File: config.mk
export PLATFORM = sky130hd
export DESIGN_NAME = sm3_hash_compression_top
export DESIGN_NICKNAME = d
export VERILOG_FILES = /design/src/rtl/sm3hc_pkg.sv /design/src/rtl/sm3hc_ctrl.sv /design/src/rtl/sm3hc_datapath.sv /design/src/rtl/sm3_hash_compression_top.sv
export SDC_FILE = /design/constraint.sdc
export NUM_CORES = 2
export LEC_CHECK = 0
export ABC_AREA = 1
export BUFFER_PORTS_ARGS = -buffer_cell sky130_fd_sc_hd__buf_2
export CAP_MARGIN = 20
export CORE_MARGIN = 4
export CORE_UTILIZATION = 59
export CTS_CLUSTER_DIAMETER = 80
export DETAILED_ROUTE_END_ITERATION = 8
export GPL_TIMING_DRIVEN = 0
export PLACE_DENSITY = 0.75
export SLEW_MARGIN = 0
export SYNTH_ARGS = -nofsm -noshare
export SYNTH_HDL_FRONTEND = slang
export SYNTH_SLANG_ARGS = --single-unit
File: constraint.sdc
create_clock -name clk -period 26.6 [get_ports clk]
set_input_delay 5.32 -clock clk [delete_from_list [all_inputs] [get_ports clk]]
set_output_delay 5.32 -clock clk [all_outputs]
set_load 0.01 [all_outputs]
File: src/rtl/sm3hc_pkg.sv
`default_nettype none
package sm3hc_pkg;

  typedef struct packed {
    logic [31:0] message_word;
    logic        new_message;
  } msg_item_t;

  typedef struct packed {
    logic [31:0] hash_word_0;
    logic [31:0] hash_word_1;
    logic [31:0] hash_word_2;
    logic [31:0] hash_word_3;
    logic [31:0] hash_word_4;
    logic [31:0] hash_word_5;
    logic [31:0] hash_word_6;
    logic [31:0] hash_word_7;
  } hash_item_t;

  typedef enum logic [1:0] {
    ST_COLLECT,
    ST_ROUND,
    ST_FINISH
  } sm3hc_state_t;

  typedef struct packed {
    logic       load_word;
    logic [3:0] word_idx;
    logic       reload_iv;
    logic       start_rounds;
    logic       do_round;
    logic       low_rounds;
    logic       t_switch;
    logic       finish;
  } sm3hc_cmd_t;

  typedef struct packed {
    logic out_free;
  } sm3hc_status_t;

  localparam logic [3:0] LAST_WORD_IDX = 4'd15;
  localparam logic [5:0] LAST_ROUND    = 6'd63;
  localparam logic [5:0] T_SWITCH_RND  = 6'd15;

  localparam logic [31:0] T_LOW  = 32'h79CC4519;
  localparam logic [31:0] T_HIGH = 32'h7A879D8A;

  localparam logic [31:0] SM3_IV [8] = '{
    32'h7380166F, 32'h4914B2B9, 32'h172442D7, 32'hDA8A0600,
    32'hA96F30BC, 32'h163138AA, 32'hE38DEE4D, 32'hB0FB0E4E
  };

endpackage
`default_nettype wire

File: src/rtl/sm3hc_ctrl.sv
`default_nettype none
module sm3hc_ctrl (
  input  wire logic                   clk,
  input  wire logic                   rst,
  input  wire logic                   msg_valid,
  input  wire logic                   new_message,
  input  wire sm3hc_pkg::sm3hc_status_t status,
  output logic                        msg_ready,
  output sm3hc_pkg::sm3hc_cmd_t       cmd
);
  import sm3hc_pkg::*;

  sm3hc_state_t state;
  sm3hc_state_t state_next;
  logic [5:0]   cnt;
  logic [5:0]   cnt_next;

  always_ff @(posedge clk) begin
    if (rst) begin
      state <= ST_COLLECT;
      cnt   <= '0;
    end else begin
      state <= state_next;
      cnt   <= cnt_next;
    end
  end

  always_comb begin
    msg_ready        = (state == ST_COLLECT);
    cmd              = '0;
    cmd.load_word    = msg_ready && msg_valid;
    cmd.word_idx     = new_message ? 4'd0 : cnt[3:0];
    cmd.reload_iv    = cmd.load_word && new_message;
    cmd.start_rounds = cmd.load_word && (cmd.word_idx == LAST_WORD_IDX);
    cmd.do_round     = (state == ST_ROUND);
    cmd.low_rounds   = (cnt[5:4] == 2'd0);
    cmd.t_switch     = (cnt == T_SWITCH_RND);
    cmd.finish       = (state == ST_FINISH) && status.out_free;
  end

  always_comb begin
    state_next = state;
    unique case (state)
      ST_COLLECT: begin
        if (cmd.start_rounds) state_next = ST_ROUND;
      end
      ST_ROUND: begin
        if (cnt == LAST_ROUND) state_next = ST_FINISH;
      end
      ST_FINISH: begin
        if (status.out_free) state_next = ST_COLLECT;
      end
      default: state_next = ST_COLLECT;
    endcase
  end

  always_comb begin
    cnt_next = cnt;
    if (cmd.load_word) begin
      cnt_next = cmd.start_rounds ? 6'd0 : {2'b00, cmd.word_idx + 4'd1};
    end else if (cmd.do_round) begin
      cnt_next = cnt + 6'd1;
    end else if (state == ST_FINISH) begin
      cnt_next = '0;
    end
  end

endmodule
`default_nettype wire

File: src/rtl/sm3hc_datapath.sv
`default_nettype none
module sm3hc_datapath (
  input  wire logic                  clk,
  input  wire logic                  rst,
  input  wire sm3hc_pkg::sm3hc_cmd_t cmd,
  input  wire logic [31:0]           word,
  input  wire logic                  hash_ready,
  output sm3hc_pkg::sm3hc_status_t   status,
  output logic                       hash_valid,
  output sm3hc_pkg::hash_item_t      hash
);
  import sm3hc_pkg::*;

  function automatic logic [31:0] rotl32(input logic [31:0] x, input int unsigned n);
    return (x << n) | (x >> (32 - n));
  endfunction

  function automatic logic [31:0] perm0(input logic [31:0] x);
    return x ^ rotl32(x, 9) ^ rotl32(x, 17);
  endfunction

  function automatic logic [31:0] perm1(input logic [31:0] x);
    return x ^ rotl32(x, 15) ^ rotl32(x, 23);
  endfunction

  logic [31:0] win [16];
  logic [31:0] cv  [8];
  logic [31:0] v   [8];
  logic [31:0] tj;

  logic [31:0] w_new;
  logic [31:0] a12;
  logic [31:0] ss1;
  logic [31:0] ss2;
  logic [31:0] ff;
  logic [31:0] gg;
  logic [31:0] tt1;
  logic [31:0] tt2;
  logic [31:0] cv_fin [8];

  always_comb begin
    w_new = perm1(win[0] ^ win[7] ^ rotl32(win[13], 15)) ^ rotl32(win[3], 7) ^ win[10];
    a12   = rotl32(v[0], 12);
    ss1   = rotl32(a12 + v[4] + tj, 7);
    ss2   = ss1 ^ a12;
    ff    = cmd.low_rounds ? (v[0] ^ v[1] ^ v[2])
                           : ((v[0] & v[1]) | (v[0] & v[2]) | (v[1] & v[2]));
    gg    = cmd.low_rounds ? (v[4] ^ v[5] ^ v[6]) : ((v[4] & v[5]) | (~v[4] & v[6]));
    tt1   = ff + v[3] + ss2 + (win[0] ^ win[4]);
    tt2   = gg + v[7] + ss1 + win[0];
    for (int k = 0; k < 8; k++) begin
      cv_fin[k] = cv[k] ^ v[k];
    end
  end

  always_ff @(posedge clk) begin
    if (cmd.load_word) begin
      win[cmd.word_idx] <= word;
    end else if (cmd.do_round) begin
      for (int k = 0; k < 15; k++) begin
        win[k] <= win[k + 1];
      end
      win[15] <= w_new;
    end
  end

  always_ff @(posedge clk) begin
    if (cmd.start_rounds) begin
      for (int k = 0; k < 8; k++) begin
        v[k] <= cmd.reload_iv ? SM3_IV[k] : cv[k];
      end
      tj <= T_LOW;
    end else if (cmd.do_round) begin
      v[0] <= tt1;
      v[1] <= v[0];
      v[2] <= rotl32(v[1], 9);
      v[3] <= v[2];
      v[4] <= perm0(tt2);
      v[5] <= v[4];
      v[6] <= rotl32(v[5], 19);
      v[7] <= v[6];
      tj   <= cmd.t_switch ? rotl32(T_HIGH, 16) : rotl32(tj, 1);
    end
  end

  always_ff @(posedge clk) begin
    if (rst) begin
      cv <= SM3_IV;
    end else if (cmd.reload_iv) begin
      cv <= SM3_IV;
    end else if (cmd.finish) begin
      cv <= cv_fin;
    end
  end

  always_ff @(posedge clk) begin
    if (cmd.finish) begin
      hash <= {cv_fin[0], cv_fin[1], cv_fin[2], cv_fin[3],
               cv_fin[4], cv_fin[5], cv_fin[6], cv_fin[7]};
    end
  end

  always_ff @(posedge clk) begin
    if (rst) begin
      hash_valid <= 1'b0;
    end else if (cmd.finish) begin
      hash_valid <= 1'b1;
    end else if (hash_ready) begin
      hash_valid <= 1'b0;
    end
  end

  assign status.out_free = !hash_valid || hash_ready;

endmodule
`default_nettype wire

File: src/rtl/sm3_hash_compression_top.sv
// Channel | Direction | Handshake             | Payload
// msg     | in        | msg_valid / msg_ready | msg_item_t  (message_word, new_message)
// hash    | out       | hash_valid/hash_ready | hash_item_t (hash_word_0 .. hash_word_7)
//
// A block takes 16 msg transactions, one per cycle at most, then 64 SM3 rounds
// (one SM3 round per cycle in the datapath) and a finish step. msg_ready is low
// during the rounds and the finish step. The finish step waits while the previous
// hash transaction is still unaccepted. Synchronous reset loads the SM3 initial
// value and clears the word position.
`default_nettype none
module sm3_hash_compression_top (
  input  wire logic                  clk,
  input  wire logic                  rst,
  input  wire logic                  msg_valid,
  output logic                       msg_ready,
  input  wire sm3hc_pkg::msg_item_t  msg,
  output logic                       hash_valid,
  input  wire logic                  hash_ready,
  output sm3hc_pkg::hash_item_t      hash
);
  import sm3hc_pkg::*;

  sm3hc_cmd_t    cmd;
  sm3hc_status_t status;

  sm3hc_ctrl u_ctrl (
    .clk         (clk),
    .rst         (rst),
    .msg_valid   (msg_valid),
    .new_message (msg.new_message),
    .status      (status),
    .msg_ready   (msg_ready),
    .cmd         (cmd)
  );

  sm3hc_datapath u_datapath (
    .clk        (clk),
    .rst        (rst),
    .cmd        (cmd),
    .word       (msg.message_word),
    .hash_ready (hash_ready),
    .status     (status),
    .hash_valid (hash_valid),
    .hash       (hash)
  );

endmodule
`default_nettype wire

==> impl_metrics.json <==
{
  "synth_cell_types": 56,
  "grt-ovfl-total": 0,
  "syn_to_final_growth_pct": 13.43,
  "whs_path_depth": 2,
  "rows": 121,
  "wl_per_cell_um": 29.18,
  "fp.dieW_um": 340.9,
  "grt_pass1_wl_mm": 348.6,
  "critPathKind": "in2reg",
  "htreeDepth": 4,
  "cts_buffers": 139,
  "clockBufferDepth": 3,
  "io_pins": 295,
  "port_buffers": 294,
  "whs_endpoint": "u_datapath.cv[88]",
  "worstPathMaxFanout": 10,
  "yosysSeqAreaShare": 0.5612,
  "post-route-min-period_ns": 8.230,
  "yosysWarnings": 0,
  "syn-instance-count": 6465,
  "yosysTopAreaCellShare": 0.4703,
  "syn_area_per_cell_um2": 10.11,
  "setup_tns_ns": 0,
  "synth_area_leaders": "edfxtp_1, nand2_1, dfxtp_1",
  "drive_above_1_share": 0.09535,
  "via_per_inst": 6.081,
  "grt_antenna_before_repair": 11,
  "die_area_um2": 116200,
  "timing_max_transition_violations_final": 0,
  "cp_slowest_cell": "clkbuf_1",
  "drtAntennaViolNets": 0,
  "fillers": 8475,
  "tightestPinTransition_ns": 1.284,
  "grt_start_max_net_pins": 109,
  "slowest_delay_ns": 1.01,
  "rsz0062_at_grt": "no",
  "rrSetupSlack_ns": 18.90,
  "regToRegEndpoint": "u_datapath.v[0][130]",
  "clock_latency_ns": 0.77,
  "r2r-start": "u_datapath.v[0][21]",
  "drc_errors": 0,
  "vias": 51827,
  "status": "completed",
  "relSlewSlack": 0.1438,
  "syn_area_um2": 65380,
  "die_h_um": 340.9,
  "drtIter0Drc": 7429,
  "crit_arrival_ns": 8.80,
  "hpwl_mm": 194.1,
  "final_hold_viol_count": 0,
  "fmax_mhz": 121.5,
  "worstPathRequired_ns": 27.17,
  "synth_enable_flop_cells": 1024,
  "critPathCaptureType": "flip-flop",
  "cts_tree": "yes",
  "grt_pass1_vias": 48774,
  "fin_nets": 7252,
  "yosysTopAreaCell": "edfxtp_1",
  "drt_wl_total_mm": 248.7,
  "path_clk_slew_ns": 0.06,
  "setup_violations": 0,
  "fin_skew_ns": 0.03132,
  "gp_congestion": 1.042,
  "crit_chain": "buf_2, inv_1, nand2_1, nand2_1, buf_2, clkbuf_1, clkbuf_1, a21oi_1",
  "clock-root-buffer": "clkbuf_16",
  "timing.final.crit_share": 0.3094,
  "ctsHoldBuffers": 0,
  "post_cts_buffers": 0,
  "ff2ff_path_depth": 31,
  "drt-pass1-iter-count": 7,
  "ys_ff_latch": 1321,
  "min_from": "u_datapath.cv[88]",
  "min_path_type": "reg2reg",
  "ff_latch_area_um2": 36700,
  "synth.net_count": 6790,
  "start_kind": "input pin",
  "synth_top_cells_by_count": "nand2_1, edfxtp_1, inv_1",
  "grt_use_total": 0.4235,
  "cts-resized-gates": 0,
  "multi_input_comb_area_um2": 25650,
  "synth.most_common_cell": "nand2_1",
  "core_area_um2": 109500,
  "clock-sinks": 1321,
  "ys_async_sr_fraction": 0,
  "synth_flop_cell": "edfxtp_1",
  "initial_core_util": 0.5973,
  "maxCapViolCount": 0
}
-- flip-flops by register name, summed over array words and instances, names as in the netlist --
register               count
u_datapath.hash          256
u_datapath.v             256
u_datapath.hash_valid      1
u_datapath.tj             32
u_datapath.win           512
u_ctrl.state               2
u_datapath.cv            256
u_ctrl.cnt                 6
-- worst max-delay path, delay by kind of cell --
| family | cells | cell delay, ns |
|---|---|---|
| buffers and inverters | 5 | 2.32 |
| and+or+nand+nor | 2 | 0.93 |
| AOI/OAI and AO/OA | 1 | 0.19 |
-- layout by cell type (no fill, tap or decap), types with 40 or more instances in the layout --
master,netlist,layout
clkbuf_16,0,141
buf_2,32,326
clkbuf_1,209,236
xnor2_1,80,79
ha_1,100,100
o22a_1,40,40
inv_1,565,564
edfxtp_1,1024,1024
nand2_1,1950,1950
dfxtp_1,297,297
a21oi_1,272,272
xor2_1,478,478
nand3_1,343,343
nor2_1,136,136
fa_1,188,188
o21ai_0,425,410
-- per-stage QoR --
stage | std cells | hold WS [ns] | setup WS [ns] | util | cell area (um^2)
floorplan | 6465 | 0.4500 | 12.90 | - | 65380
global placement | 8235 | 0.4599 | 8.916 | 0.6277 | 68700
detailed placement | 8261 | 0.4678 | 17.72 | 0.6342 | 69420
CTS | 8512 | 0.4775 | 18.51 | 0.6772 | 74130
global route | 8514 | 0.4982 | 18.28 | 0.6774 | 74140
finish | 8523 | 0.4798 | 18.37 | 0.6776 | 74170
-- cell type report --
type / count / area share
Buffer: 263 / 0.01412
Tap cell: 1476 / 0.02490
Antenna cell: 10 / 0.0003374
Inverter: 578 / 0.02935
Multi-Input combinational cell: 4303 / 0.3459
Timing Repair Buffer: 321 / 0.02713
Clock buffer: 180 / 0.05090
Clock inverter: 71 / 0.01262
Sequential cell: 1321 / 0.4948
-- worst max path at each step --
stage | cells after the start | start | to | slack (ns)
finish | 8 | hash_ready | u_datapath.cv[150] | 18.37
floorplan | 6 | hash_ready | u_datapath.hash[0] | 12.90
global route | 11 | msg[0] | u_datapath.win[15][31] | 18.28
global placement | 7 | hash_ready | u_datapath.hash[148] | 8.92
CTS | 11 | msg[0] | u_datapath.win[15][7] | 18.51
detailed placement | 11 | msg[0] | u_datapath.win[15][6] | 17.72
-- metal layers --
layer | wire length [um] | global-route usage | vias to the layer above
met4 | 20100 | 0.2773 | 8
met2 | 108400 | 0.6368 | 3573
met5 | 45 | 0 | -
li1 | - | - | 22380
met1 | 88350 | 0.5415 | 25089
met3 | 31730 | 0.1177 | 777
-- kinds of logic (layout without fill, tap and decap cells) --
kind of cell | after synthesis | count (layout) | synth area share
adder cells (fa/ha/maj) | 288 | 288 | 0.07670
AND/OR/NAND/NOR | 2544 | 2544 | 0.1571
multiplexers | 22 | 22 | 0.003368
buffers and inverters | 841 | 1413 | 0.04912
other | 0 | 10 | 0
flip-flops | 1321 | 1321 | 0.5612
XOR/XNOR | 567 | 567 | 0.07737
AO/OA/AOI/OAI | 882 | 882 | 0.07507
Power is left out: the tool's default activity adds up to more than one toggle a clock period on the data nets, which glitch-free logic cannot reach.
